File: config.mk
export PLATFORM = sky130hd
export DESIGN_NAME = multilevel_queue_task_picker_flat
export DESIGN_NICKNAME = d
export VERILOG_FILES = /design/src/rtl/mlqtp_pkg.sv /design/src/rtl/mlqtp_if.sv /design/src/rtl/mlqtp_table.sv /design/src/rtl/mlqtp_ctrl.sv /design/src/rtl/multilevel_queue_task_picker.sv /design/src/flat_wrapper.sv
export SDC_FILE = /design/constraint.sdc
export NUM_CORES = 1
export LEC_CHECK = 0
export BUFFER_PORTS_ARGS = -buffer_cell sky130_fd_sc_hd__buf_2
export CORE_ASPECT_RATIO = 0.7
export CORE_MARGIN = 5
export CORE_UTILIZATION = 60
export DETAILED_ROUTE_END_ITERATION = 10
export HOLD_SLACK_MARGIN = 0.12
export PLACE_DENSITY = 0.86
export SLEW_MARGIN = 10
export SYNTH_ARGS = -nofsm -noshare
export SYNTH_HDL_FRONTEND = slang
export SYNTH_SLANG_ARGS = --single-unit
File: constraint.sdc
create_clock -name clk_i -period 4.55 [get_ports clk_i]
set_clock_uncertainty 0.2 [all_clocks]
set_input_delay 0.91 -clock clk_i [delete_from_list [all_inputs] [get_ports clk_i]]
set_output_delay 0.91 -clock clk_i [all_outputs]
set_load 0.1 [all_outputs]
File: src/rtl/mlqtp_pkg.sv
// Package for the multilevel queue task picker: table size, item and entry
// types, reset entry and opcodes. No dependencies.
`default_nettype none

package mlqtp_pkg;

  localparam int TaskCount = 8;
  localparam int IdxW      = $clog2(TaskCount);
  localparam int CntW      = $clog2(TaskCount + 1);

  localparam logic [1:0] RrLevel = 2'd3;

  localparam logic OP_WRITE = 1'b0;
  localparam logic OP_SCHED = 1'b1;

  typedef struct packed {
    logic        opcode;
    logic [2:0]  entry_index;
    logic [1:0]  queue_level;
    logic [7:0]  task_priority;
    logic        has_arrived;
    logic [15:0] ticks_left;
  } in_item_t;

  typedef struct packed {
    logic [2:0] selected_task;
    logic       all_finished;
  } out_item_t;

  typedef struct packed {
    logic [1:0] level;
    logic [7:0] prio;
    logic       arrived;
    logic       finished;
  } entry_t;

  localparam entry_t EntryReset = '{level: RrLevel, prio: 8'd0, arrived: 1'b0, finished: 1'b1};

  typedef struct packed {
    logic            en;
    logic [IdxW-1:0] addr;
    entry_t          entry;
  } tbl_wr_t;

endpackage

`default_nettype wire

File: src/rtl/mlqtp_if.sv
// Valid/ready channel interfaces for input items and result items.
// Depends on mlqtp_pkg for the payload types.
`default_nettype none

interface mlqtp_in_if;
  import mlqtp_pkg::*;
  logic     valid;
  logic     ready;
  in_item_t data;
  modport source(output valid, output data, input ready);
  modport sink(input valid, input data, output ready);
endinterface

interface mlqtp_out_if;
  import mlqtp_pkg::*;
  logic      valid;
  logic      ready;
  out_item_t data;
  modport source(output valid, output data, input ready);
  modport sink(input valid, input data, output ready);
endinterface

`default_nettype wire

File: src/rtl/mlqtp_table.sv
// Task table: one synchronous memory with one write and one registered read
// port, plus per-entry valid bits so unwritten entries read as the reset entry.
// Depends on mlqtp_pkg.
`default_nettype none

module mlqtp_table (
  input  logic                       clk_i,
  input  logic                       rst_ni,
  input  mlqtp_pkg::tbl_wr_t         wr_i,
  input  logic [mlqtp_pkg::IdxW-1:0] rd_addr_i,
  output mlqtp_pkg::entry_t          rd_entry_o
);
  import mlqtp_pkg::*;

  entry_t               mem_q [TaskCount];
  entry_t               rd_data_q;
  logic [TaskCount-1:0] valid_q;
  logic                 rd_vld_q;

  always_ff @(posedge clk_i) begin
    if (wr_i.en) begin
      mem_q[wr_i.addr] <= wr_i.entry;
    end
    rd_data_q <= mem_q[rd_addr_i];
  end

  always_ff @(posedge clk_i or negedge rst_ni) begin
    if (!rst_ni) begin
      valid_q  <= '0;
      rd_vld_q <= 1'b0;
    end else begin
      if (wr_i.en) begin
        valid_q[wr_i.addr] <= 1'b1;
      end
      rd_vld_q <= valid_q[rd_addr_i];
    end
  end

  assign rd_entry_o = rd_vld_q ? rd_data_q : EntryReset;

endmodule

`default_nettype wire

File: src/rtl/mlqtp_ctrl.sv
// Sequencer of the task picker: accepts items, writes the table, scans it one
// entry per cycle after the current task, and holds the result register.
// Depends on mlqtp_pkg and the channel interfaces.
`default_nettype none

module mlqtp_ctrl (
  input  logic                       clk_i,
  input  logic                       rst_ni,
  mlqtp_in_if.sink                   in_i,
  mlqtp_out_if.source                out_o,
  output mlqtp_pkg::tbl_wr_t         wr_o,
  output logic [mlqtp_pkg::IdxW-1:0] rd_addr_o,
  input  mlqtp_pkg::entry_t          rd_entry_i
);
  import mlqtp_pkg::*;

  localparam logic [1:0] S_IDLE = 2'd0;
  localparam logic [1:0] S_SCAN = 2'd1;
  localparam logic [1:0] S_PUT  = 2'd2;

  function automatic logic [IdxW-1:0] next_idx(input logic [IdxW-1:0] i);
    next_idx = (i == IdxW'(TaskCount - 1)) ? '0 : i + 1'b1;
  endfunction

  logic [1:0]      state_q, state_d;
  logic [IdxW-1:0] cur_q, cur_d;
  logic [IdxW-1:0] rd_ptr_q, rd_ptr_d;
  logic [CntW-1:0] iss_cnt_q, iss_cnt_d;
  logic            proc_vld_q, proc_vld_d;
  logic            proc_last_q, proc_last_d;
  logic [IdxW-1:0] proc_addr_q, proc_addr_d;

  // Scan accumulators.
  logic            all_l3_q, all_l3_d;
  logic            all_arr_q, all_arr_d;
  logic            all_fin_q, all_fin_d;
  logic            rr_found_q, rr_found_d;
  logic [IdxW-1:0] rr_pick_q, rr_pick_d;
  logic [1:0]      best_lvl_q, best_lvl_d;
  logic [7:0]      best_prio_q, best_prio_d;
  logic [IdxW-1:0] pick_q, pick_d;

  out_item_t       res_q, res_d;
  logic            out_vld_q, out_vld_d;
  out_item_t       out_data_q, out_data_d;

  logic            in_beat;
  logic            issuing;
  logic            in_range;

  assign in_beat  = in_i.valid && in_i.ready;
  assign issuing  = (state_q == S_SCAN) && (iss_cnt_q != CntW'(TaskCount));
  assign in_range = 32'(in_i.data.entry_index) < 32'(TaskCount);

  assign in_i.ready  = (state_q == S_IDLE);
  assign out_o.valid = out_vld_q;
  assign out_o.data  = out_data_q;
  assign rd_addr_o   = rd_ptr_q;

  always_comb begin
    wr_o.en             = in_beat && (in_i.data.opcode == OP_WRITE) && in_range;
    wr_o.addr           = IdxW'(in_i.data.entry_index);
    wr_o.entry.level    = in_i.data.queue_level;
    wr_o.entry.prio     = in_i.data.task_priority;
    wr_o.entry.arrived  = in_i.data.has_arrived;
    wr_o.entry.finished = (in_i.data.ticks_left == 16'd0);
  end

  always_comb begin
    state_d     = state_q;
    cur_d       = cur_q;
    rd_ptr_d    = rd_ptr_q;
    iss_cnt_d   = iss_cnt_q;
    proc_vld_d  = issuing;
    proc_last_d = issuing && (iss_cnt_q == CntW'(TaskCount - 1));
    proc_addr_d = rd_ptr_q;
    all_l3_d    = all_l3_q;
    all_arr_d   = all_arr_q;
    all_fin_d   = all_fin_q;
    rr_found_d  = rr_found_q;
    rr_pick_d   = rr_pick_q;
    best_lvl_d  = best_lvl_q;
    best_prio_d = best_prio_q;
    pick_d      = pick_q;
    res_d       = res_q;
    out_vld_d   = out_vld_q && !out_o.ready;
    out_data_d  = out_data_q;

    case (state_q)
      S_IDLE: begin
        if (in_beat) begin
          if (in_i.data.opcode == OP_WRITE) begin
            res_d.selected_task = 3'(cur_q);
            res_d.all_finished  = 1'b0;
            state_d             = S_PUT;
          end else begin
            rd_ptr_d    = next_idx(cur_q);
            iss_cnt_d   = '0;
            all_l3_d    = 1'b1;
            all_arr_d   = 1'b1;
            all_fin_d   = 1'b1;
            rr_found_d  = 1'b0;
            rr_pick_d   = cur_q;
            best_lvl_d  = RrLevel;
            best_prio_d = 8'd0;
            pick_d      = cur_q;
            state_d     = S_SCAN;
          end
        end
      end
      S_SCAN: begin
        if (issuing) begin
          rd_ptr_d  = next_idx(rd_ptr_q);
          iss_cnt_d = iss_cnt_q + 1'b1;
        end
        if (proc_vld_q) begin
          all_l3_d  = all_l3_q && (rd_entry_i.level == RrLevel);
          all_arr_d = all_arr_q && rd_entry_i.arrived;
          all_fin_d = all_fin_q && rd_entry_i.arrived && rd_entry_i.finished;
          if (!rr_found_q && rd_entry_i.arrived && !rd_entry_i.finished) begin
            rr_found_d = 1'b1;
            rr_pick_d  = proc_addr_q;
          end
          // A lower level restarts the priority race; within the level a
          // later entry wins ties.
          if (rd_entry_i.arrived && (rd_entry_i.level < best_lvl_q)) begin
            best_lvl_d  = rd_entry_i.level;
            best_prio_d = rd_entry_i.prio;
            pick_d      = proc_addr_q;
          end else if (rd_entry_i.arrived && (rd_entry_i.level == best_lvl_q) &&
                       (rd_entry_i.prio >= best_prio_q)) begin
            best_prio_d = rd_entry_i.prio;
            pick_d      = proc_addr_q;
          end
          if (proc_last_q) begin
            if (all_l3_d && all_arr_d) begin
              cur_d              = rr_found_d ? rr_pick_d : cur_q;
              res_d.all_finished = all_fin_d;
            end else begin
              cur_d              = pick_d;
              res_d.all_finished = 1'b0;
            end
            res_d.selected_task = 3'(cur_d);
            state_d             = S_PUT;
          end
        end
      end
      S_PUT: begin
        if (!out_vld_q || out_o.ready) begin
          out_vld_d  = 1'b1;
          out_data_d = res_q;
          state_d    = S_IDLE;
        end
      end
      default: begin
        state_d = S_IDLE;
      end
    endcase
  end

  always_ff @(posedge clk_i or negedge rst_ni) begin
    if (!rst_ni) begin
      state_q     <= S_IDLE;
      cur_q       <= '0;
      iss_cnt_q   <= '0;
      proc_vld_q  <= 1'b0;
      proc_last_q <= 1'b0;
      out_vld_q   <= 1'b0;
    end else begin
      state_q     <= state_d;
      cur_q       <= cur_d;
      iss_cnt_q   <= iss_cnt_d;
      proc_vld_q  <= proc_vld_d;
      proc_last_q <= proc_last_d;
      out_vld_q   <= out_vld_d;
    end
  end

  always_ff @(posedge clk_i) begin
    rd_ptr_q    <= rd_ptr_d;
    proc_addr_q <= proc_addr_d;
    all_l3_q    <= all_l3_d;
    all_arr_q   <= all_arr_d;
    all_fin_q   <= all_fin_d;
    rr_found_q  <= rr_found_d;
    rr_pick_q   <= rr_pick_d;
    best_lvl_q  <= best_lvl_d;
    best_prio_q <= best_prio_d;
    pick_q      <= pick_d;
    res_q       <= res_d;
    out_data_q  <= out_data_d;
  end

  // Table data is only consumed while a scan is running.
  assert property (@(posedge clk_i) disable iff (!rst_ni)
    proc_vld_q |-> (state_q == S_SCAN))
    else $error("table read data consumed outside a scan");

  // Once all reads are issued, the last entry is being processed.
  assert property (@(posedge clk_i) disable iff (!rst_ni)
    ((state_q == S_SCAN) && !issuing) |-> (proc_vld_q && proc_last_q))
    else $error("scan finished issuing without a final entry in flight");

  // The current task pointer stays inside the table.
  assert property (@(posedge clk_i) disable iff (!rst_ni)
    32'(cur_q) < 32'(TaskCount))
    else $error("current task pointer out of range");

  // A pending result waits while the output register is still occupied.
  assert property (@(posedge clk_i) disable iff (!rst_ni)
    ((state_q == S_PUT) && out_vld_q && !out_o.ready) |=>
      ((state_q == S_PUT) && out_vld_q))
    else $error("result register overwritten before its beat");

endmodule

`default_nettype wire

File: src/rtl/multilevel_queue_task_picker.sv
// Multilevel queue task picker. A write item loads one table entry and returns
// the unchanged current task. A schedule item reads the task table through a
// single registered memory read port, one entry per cycle in circular order
// starting after the current task. One item is in work at a time; the result
// register lets the next item be accepted while the previous result still
// waits on the output. Unwritten entries read as level 3, priority 0, not
// arrived, finished.
// Depends on mlqtp_pkg, mlqtp_if, mlqtp_table and mlqtp_ctrl.
`default_nettype none

module multilevel_queue_task_picker (
  input  logic        clk_i,
  input  logic        rst_ni,
  mlqtp_in_if.sink    in_i,
  mlqtp_out_if.source out_o
);
  import mlqtp_pkg::*;

  tbl_wr_t         tbl_wr;
  logic [IdxW-1:0] tbl_rd_addr;
  entry_t          tbl_rd_entry;

  mlqtp_table u_table (
    .clk_i      (clk_i),
    .rst_ni     (rst_ni),
    .wr_i       (tbl_wr),
    .rd_addr_i  (tbl_rd_addr),
    .rd_entry_o (tbl_rd_entry)
  );

  mlqtp_ctrl u_ctrl (
    .clk_i      (clk_i),
    .rst_ni     (rst_ni),
    .in_i       (in_i),
    .out_o      (out_o),
    .wr_o       (tbl_wr),
    .rd_addr_o  (tbl_rd_addr),
    .rd_entry_i (tbl_rd_entry)
  );

endmodule

`default_nettype wire
File: src/flat_wrapper.sv
// flat-port wrapper written by rule: the top's interface ports become plain ports
module multilevel_queue_task_picker_flat import mlqtp_pkg::*;
  (clk_i, rst_ni, in_i_valid, in_i_data, in_i_ready, out_o_valid, out_o_data, out_o_ready);
  mlqtp_in_if in_i_i ();
  mlqtp_out_if out_o_i ();
  input  logic clk_i;
  input  logic rst_ni;
  input wire logic [$bits(in_i_i.valid)-1:0] in_i_valid;
  input wire logic [$bits(in_i_i.data)-1:0] in_i_data;
  output wire logic [$bits(in_i_i.ready)-1:0] in_i_ready;
  output wire logic [$bits(out_o_i.valid)-1:0] out_o_valid;
  output wire logic [$bits(out_o_i.data)-1:0] out_o_data;
  input wire logic [$bits(out_o_i.ready)-1:0] out_o_ready;
  assign in_i_i.valid = in_i_valid;
  assign in_i_i.data = in_i_data;
  assign in_i_ready = in_i_i.ready;
  assign out_o_valid = out_o_i.valid;
  assign out_o_data = out_o_i.data;
  assign out_o_i.ready = out_o_ready;
  multilevel_queue_task_picker u_core (.clk_i(clk_i), .rst_ni(rst_ni), .in_i(in_i_i), .out_o(out_o_i));
endmodule
# Word-level counts from Yosys, hierarchy flattened
# Memory sizes are Yosys's and may differ from the RTL's. A register that Yosys moved wholly into a read port is not among the register bits.
# Cells that the tools add are included.
# totals
reg_bits	55
mem_bits_rw	96
in_bits	35
output_inout_bits	6
memories	1
# classes
add_sub_neg	3
magnitude_cmp	5
eq_ne	17
muxes	68
n_bitwise	2
reduce_logical	32
# memory_table
name	words	width	rd	rd_ports_with_merged_regs	write_ports	line_no	source
u_core.u_table.mem_q	8	12	1	1	1	mlqtp_table.sv:15	entry_t mem_q [TaskCount];
# ops
cell	count
$mux 3	14
$mux 8	5
$mux 4	7
$mux 1	18
$mux 2	9
$pmux 3 s2	3
$logic_and 1x1->1	16
$logic_not 16->1	1
$pmux 4 s2	2
$pmux 8 s2	1
$reduce_and 5->1	3
$mux 12	1
$ne 2x2->1 const B	6
$reduce_and 4->1	3
$ge 8x8->1	1
$lt 3x4->1 const B	2
$or 8x8->8	1
$pmux 1 s2	4
$add 3x1->3 const B	2
$eq 3x3->1 const B	2
$pmux 2 s3	1
$add 4x1->4 const B	1
$eq 2x2->1 const B	2
$eq 4x3->1 const B	1
17 further kinds	21

# Depth between registers and ports, before layout
# Gate-level depths: netlist of run 1.
# depth
word_depth	11
mapped_depth	9

# Hierarchy
# A second synthesis of run 1 with hierarchy kept.
# unflattened
hier_cells	442
hier_area_um2	7045.5
# by_module_without_submodules
mod	instances	cells_each	area_each_um2
mlqtp_table	1	200	4450.5
mlqtp_ctrl	1	242	2595.0

# Least setup slack after synthesis of run 1
# No wires, ideal clock.
# synth_path
path_type	reg2reg
startpoint	register u_core.u_ctrl.state_q[0]
endpoint	memory u_core.u_table.mem_q[0][0] in the netlist's numbering, enable pin
setup_time_ns	0.398
arrival_ns	3.440
required_ns	3.952
slack_ns	0.512
path_stages_with_launch	6
cell_sequence	dfrtp_1 buf_2 nor2_1 and2_1 or3b_1 nor3_1
# synth_via
elab_chain_cells	5
# synth_lines
element	line_no	source
start, declared	mlqtp_ctrl.sv:25	logic [1:0] state_q, state_d;
start signal, assigned	mlqtp_ctrl.sv:170	state_q <= state_d;
$logic_not 2->1	mlqtp_ctrl.sv:55	assign in_i.ready = (state_q == S_IDLE);
via in_i_ready	flat_wrapper.sv:10	output wire logic [$bits(in_i_i.ready)-1:0] in_i_ready;
$logic_and 1x1->1	mlqtp_ctrl.sv:51	assign in_beat = in_i.valid && in_i.ready;
$logic_and 1x1->1	mlqtp_ctrl.sv:61	wr_o.en = in_beat && (in_i.data.opcode == OP_WRITE) && in_range;
$mux 1	mlqtp_table.sv:21	if (wr_i.en) begin
$mux 1 (implied by the code)	mlqtp_table.sv:22	mem_q[wr_i.addr] <= wr_i.entry;
end, declared	mlqtp_table.sv:15	
# The timed path passes the listed nets, and every way through them passes these cells.

# Worst setup path after layout of run 1
# layout_path
startpoint	register u_core.u_ctrl.state_q[0]
endpoint	memory u_core.u_table.mem_q[6][1] in the netlist's numbering, enable pin
# layout_via
elab_chain_cells	5
# layout_lines
element	line_no
$logic_not 2->1	mlqtp_ctrl.sv:55
$logic_and 1x1->1	mlqtp_ctrl.sv:51
$logic_and 1x1->1	mlqtp_ctrl.sv:61
$mux 1	mlqtp_table.sv:21
$mux 1 (implied by the code)	mlqtp_table.sv:22
# No other way between the ends.

==> results.toml, run 1 <==
[status]
status = "finished clean"

[sta]
worst_pin_slew_ns = 1.21
holdWs_ns = 0.221
slew_violations = 0
fin_setup_tns_ns = 0
max_slew_margin_pct = 19.1
report.final.hold_viol_count = 0
max_freq_mhz = 339
period_needed_ns = 2.95
fin_crit_sh_pct = 64.8
rsz0062_at_grt = "false"
setup_viol = 0

[cells_and_area]
fin_area_um2 = 7590
utilization_pct = 69.5
fillers = 676
drive_gt1_share_pct = 27.5
syn2layout_area_growth_pct = 14.5
nets = 507
antenna_cells = 0

[global_route]
grt_pass1_vias = 3766
grt.busiest_layer = "met2"
grt_pass1_wl_mm = 21.0
antenna_found_initial = 0
track_usage_pct = 21.6
grtUsageMet1_pct = 30.6
grt_max_degree = 30
met3_usage_pct = 6.64
overflow = 0
grtUsageMet2_pct = 32.1

[pwr]
total_leakage_power_nw = 2.80
ir_drop_mv = 0.356
total_power_w = 0.00495
powerDensity_nw_per_um2 = 651

[clocking]
cts_buffers = 17
cts_tree = "built"
clk_pin_slew_worst_paths_ns = 0.06
clock_path_buffers = 2
postCtsHoldBufs = 0
clock_latency_ns = 0.43
cts_setup_buffers = 0
cts_root_buf = "clkbuf_16"
cts-resized-gates = 0
clock-sinks = 163
cts_max_level = 4

[place]
gp_congestion = 0.836
place_area_um2 = 7010
post-dp-hpwl_mm = 8.22
portBuffers = 40

[critical_path]
required_ns = 4.38
r2r_start = "u_core.u_ctrl.state_q[0]"
crit_path_top_delay_cell = "nor2_1"
reg2reg_to = "u_core.u_table.mem_q[6][1]"
max_stage_delay_ns = 0.91
end_kind = "flip-flop"
worstSetupStartpointType = "flip-flop"
cp_common_cell = "nor2_1"
ff2ff_setup_slack_ns = 1.60
crit_fanout = 13
crit_type = "reg2reg"
rr_worst_depth = 4
path_delay_family = "simple AND/OR/NAND/NOR gates"
cp.arrival_ns = 2.78
critPathBufInv = 0
cp_cell_sequence = "nor2_1 -> and2_1 -> or3b_1 -> nor2_1"

[logic_synthesis]
async_flop_share_pct = 12.9
synth.ff_latch_count = 163
synth_edf_count = 127
yosysTopAreaCell = "edfxtp_1"
synthCells = 406
synthesis.area_um2 = 6630
yosys-top-cells-area = "edfxtp_1 57%, mux4_2 8.8%, dfrtp_1 7.9%"
synthFlopType = "edfxtp_1"
synth_cell_types = 42
synth_top_area_share_pct = 57.5
ys_seq_area_share_pct = 69.9
synth_nets = 457
synth_warnings = 0
avgSynthCellArea_um2 = 16.3

[route]
drt_iter0_markers = 420
antenna_left = 0
num_vias = 3689
drc = 0
vias_per_cell = 5.93
finalWirelength_mm = 13.0
post_drt_wl_per_cell_um = 21.0
firstDrtPassIters = 5

[floorplanning]
dieArea_um2 = 13300
start_util_pct = 60.7
fp-row-count = 32
dieWidth_um = 136
ioPinCount = 41
die_h_um = 98.0
core_um2 = 10900

[worst_hold_path]
hold_end = "u_core.u_ctrl.out_o.data[0]"
min_path_cells = 0
hp-class = "reg2reg"
hold_start = "u_core.u_ctrl.res_q[0]"

[job]
drv_cap = 0
==> cell type report <==
| class | count | area (um^2) | area share (%) |
|---|---|---|---|
| sequential | 163 | 4640 | 61.1 |
| multi-input combinational | 218 | 1900 | 25.1 |
| clock buffer | 18 | 429 | 5.65 |
| timing repair buffer | 44 | 230 | 3.03 |
| tap | 153 | 191 | 2.52 |
| clock inverter | 14 | 153 | 2.01 |
| inverter | 12 | 45.0 | 0.593 |
==> state kept, by name (all words and copies together), names as in the netlist, 2 cells and up <==
signal                     count
u_core.u_ctrl.rr_pick_q        3
u_core.u_ctrl.iss_cnt_q        4
u_core.u_ctrl.best_lvl_q       2
u_core.u_table.rd_data_q      12
u_core.u_ctrl.res_q            4
u_core.u_table.mem_q          96
u_core.u_ctrl.pick_q           3
u_core.u_ctrl.out_o.data       4
u_core.u_table.valid_q         8
u_core.u_ctrl.rd_addr_o        3
u_core.u_ctrl.best_prio_q      8
u_core.u_ctrl.state_q          2
u_core.u_ctrl.cur_q            3
u_core.u_ctrl.proc_addr_q      3
==> worst max-delay path by stage <==
stage	slack, ns	start	endpoint	depth (start not counted)
finish	1.60	u_core.u_ctrl.state_q[0]	u_core.u_table.mem_q[6][1]	4
floorplan	0.51	u_core.u_ctrl.state_q[0]	u_core.u_table.mem_q[0][0]	5
global placement	1.45	in_i_valid	u_core.u_table.mem_q[6][5]	4
CTS	1.61	u_core.u_ctrl.state_q[0]	u_core.u_table.mem_q[6][1]	4
global route	1.43	u_core.u_ctrl.state_q[0]	u_core.u_table.mem_q[6][1]	4
detailed placement	1.38	in_i_valid	u_core.u_table.mem_q[6][7]	4
==> metal layers <==
layer | routed length [um] | vias to the layer above | part of all wire [%]
met5 | 0 | - | 0
met4 | 219 | 0 | 1.7
met3 | 931 | 18 | 7.1
met2 | 6240 | 150 | 48
met1 | 5660 | 1862 | 43
li1 | - | 1659 | -
==> power breakdown <==
group | total, W | switching, W | internal (W) | leakage (nW)
Clock | 0.00141 | 0.000598 | 0.000817 | 0.286
Combinational | 0.00141 | 0.000798 | 0.000615 | 0.951
Sequential | 0.00212 | 0.000190 | 0.00193 | 1.56
Total | 0.00495 | 0.00159 | 0.00336 | 2.80
==> through the flow <==
step | instances | worst slack [ns]
final | 622 | 1.60
after global routing | 622 | 1.43
after CTS | 622 | 1.61
after detailed placement | 590 | 1.38
after global placement | 590 | 1.45
after floorplan | 406 | 0.512
==> cell families after synthesis <==
family	after synthesis	share of synthesized area [%]
buffers and inverters	25	1.49
DFF	163	69.9
muxes	46	12.1
AOI/OAI and AO/OA	39	4.23
and+or+nand+nor	116	9.07
adders and majority gates	16	3.02
xor gates and xnor gates	1	0.132
==> synth_stat cells (8+ instances only) <==
master    count
clkbuf_1      9
nor2_1       30
nor2b_1       8
and2_1       17
nand2_1      17
dfrtp_1      21
inv_1        12
mux4_2       26
ha_1         16
a21oi_1      10
dfxtp_1      15
or2_2        10
mux2_2       14
edfxtp_1    127
==> cells in the final DEF (no fill, tap or decap), types with 3 or more instances in the layout <==
cell type,instances
a21oi_1,10
a221oi_1,4
and2_1,17
buf_2,40
buf_4,4
clkbuf_16,17
clkinv_2,3
dfrtp_1,21
dfxtp_1,15
edfxtp_1,127
ha_1,16
inv_1,12
inv_6,3
mux2_2,14
mux2i_1,6
mux4_2,26
nand2_1,17
nand2b_1,7
nand3_1,7
nor2_1,30
nor2b_1,8
nor3_1,5
nor3_2,3
nor4_1,4
o21a_1,3
o21ai_0,7
or2_2,10
==> worst reg2reg max path, stage by stage, from the launching register on <==
cell	delay (ns)
dfrtp_1	0.52
nor2_1	0.20
and2_1	0.26
or3b_1	0.46
nor2_1	0.91
No activity file was read; power rests on OpenSTA's default activity.
==> run 2: changes to the inputs <==
CORE_UTILIZATION = 54   (was 60)
PLACE_DENSITY = 0.82   (was 0.86)
clock period = 2.45 ns   (was 4.55 ns; I/O delays follow)
==> results.toml, run 2 (synthesis gave the netlist of run 1 again) <==
[cells_and_area]
top_regs = "u_core.u_table.mem_q x96, u_core.u_table.rd_data_q x12"
layout_common_cells = "127 x edfxtp_1, 40 x buf_2, 26 x mux4_2"
fin_area_um2 = 8110
final_common_cell = "edfxtp_1"
syn2layout_area_growth_pct = 22.2
nets = 531
fillers = 692
seq_area_um2 = 4640
drive_gt1_share_pct = 37.7
regMostFlops = "u_core.u_table.mem_q"
multi_input_area_um2 = 2110
largest_reg_flops = 96
antenna_cells = 0

[critical_path]
endpoint = "u_core.u_ctrl.pick_q[0]"
rr_worst_depth = 8
crit_fanout = 5
cp-startpoint = "u_core.u_table.rd_vld_q"
crit_path_top_delay_cell = "dfrtp_2"
worstSetupStartpointType = "flip-flop"
end_kind = "flip-flop"
critPathBufInv = 2
r2r_start = "u_core.u_table.rd_vld_q"
path_delay_family = "compound AO/OA/AOI/OAI gates"
crit_type = "reg2reg"
reg2reg_to = "u_core.u_ctrl.pick_q[0]"
cp.arrival_ns = 2.59
cp_cell_sequence = "buf_6 -> and2_1 -> ha_1 -> nand3_2 -> o41ai_4 -> buf_6 -> mux2i_4 -> a21oi_1"
required_ns = 2.42
crit_cells = 8
max_stage_delay_ns = 0.45
ff2ff_setup_slack_ns = -0.17
cp_common_cell = "buf_6"

[worst_hold_path]
min_path_cells = 1
hp-class = "in2reg"

[sta]
fin_ws_ns = -0.169
worst_pin_slew_ns = 0.665
setup_viol = 16
slew_violations = 0
max_slew_margin_pct = 55.6
fin_setup_tns_ns = -1.42
period_needed_ns = 2.62
max_freq_mhz = 382
rsz0062_at_grt = "true"
fin_crit_sh_pct = 107
report.final.hold_viol_count = 0

[clocking]
clk_pin_slew_worst_paths_ns = 0.07
clock_path_buffers = 2
cts_buffers = 17
cts_root_buf = "clkbuf_16"
cts_tree = "built"
cts_max_level = 4
clock-sinks = 163
clock_latency_ns = 0.42

[global_route]
grt_pass1_wl_mm = 22.3
overflow = 0
grt_max_degree = 26
grt_pass1_vias = 4026
antenna_found_initial = 0
track_usage_pct = 20.7

[status]
violations = "design-rule violations, negative setup slack"
status = "complete, but fails checks"

[place]
portBuffers = 40
gp_congestion = 0.868
place_area_um2 = 7310
post-dp-hpwl_mm = 8.35
post-place-ws_ns = -0.163

[route]
post_drt_wl_per_cell_um = 21.9
num_vias = 3897
drc = 1
vias_per_cell = 6.00
firstDrtPassIters = 10
antenna_left = 0
finalWirelength_mm = 14.2
drt_iter0_markers = 396

[floorplanning]
ioPinCount = 41
fp-row-count = 33
dieWidth_um = 142
core_um2 = 11900
dieArea_um2 = 14600
start_util_pct = 56.0
die_h_um = 103

[pwr]
total_leakage_power_nw = 3.00
total_power_w = 0.00993
powerDensity_nw_per_um2 = 1220
ir_drop_mv = 0.733

[job]
drv_cap = 0
## run 2: cell types whose count changed in the layout (fill, tap and decap cells not counted), moves of 5 or more
| cell | change |
|---|---|
| nor2_4 | +5 |
| buf_4 | +12 |
| nor2_1 | -7 |
| buf_12 | +7 |
## run 2: through the flow
step | hold WS (ns) | utilization [%] | std cells
CTS | 0.121 | 67.8 | 650
global placement | 0.205 | 61.7 | 613
detailed placement | 0.207 | 61.7 | 613
finish | 0.139 | 68.4 | 650
global route | 0.125 | 68.4 | 650
floorplan | -0.00559 | - | 406
## run 2: timing repair
action | CTS | global route
buffers inserted | 3 | 0
endpoints found under the setup margin | 16 | 17
resized for setup | 20 | 14
hold endpoints to repair | 29 | 0
hold buffers | 2 | 0
pin swaps | 4 | 6
## run 2: worst min path at each step
stage | startpoint | end
5_1_grt | in_i_data[24] | u_core.u_table.mem_q[6][9]
3_5_place_dp | u_core.u_ctrl.res_q[0] | u_core.u_ctrl.out_o.data[0]
2_1_floorplan | rst_ni | u_core.u_ctrl.cur_q[0]
4_1_cts | in_i_data[24] | u_core.u_table.mem_q[7][9]
3_3_place_gp | u_core.u_ctrl.res_q[0] | u_core.u_ctrl.out_o.data[0]
6_report | in_i_data[19] | u_core.u_table.mem_q[7][4]
## run 2: area by class of cell
class,count,share of cell area [%]
multi-input cells,218,26.1
repair buffers,68,6.34
clock buffers,17,5.25
well taps,157,2.42
clock inverters,15,2.10
flip-flops and latches,163,57.3
inverters,12,0.556
## run 2: routing by layer
metal  part of all wire [%]  track usage, %  vias up
li1                       -               -     1706
met1                     41            27.4     1967
met2                     50            34.5      188
met3                    6.9            5.89       36
met4                    2.7            5.70        0
met5                      0               0        -
## run 2: worst register-to-register path: stages (launching register included)
cell     delay (ns)
dfrtp_2        0.45
buf_6          0.15
and2_1         0.16
ha_1           0.32
nand3_2        0.13
o41ai_4        0.35
buf_6          0.19
mux2i_4        0.31
a21oi_1        0.11
## run 2: power by group
| group | switching (W) | leakage, nW | internal [W] |
|---|---|---|---|
| Clock | 0.00114 | 0.293 | 0.00153 |
| Combinational | 0.00174 | 1.15 | 0.00155 |
| Sequential | 0.000386 | 1.56 | 0.00359 |
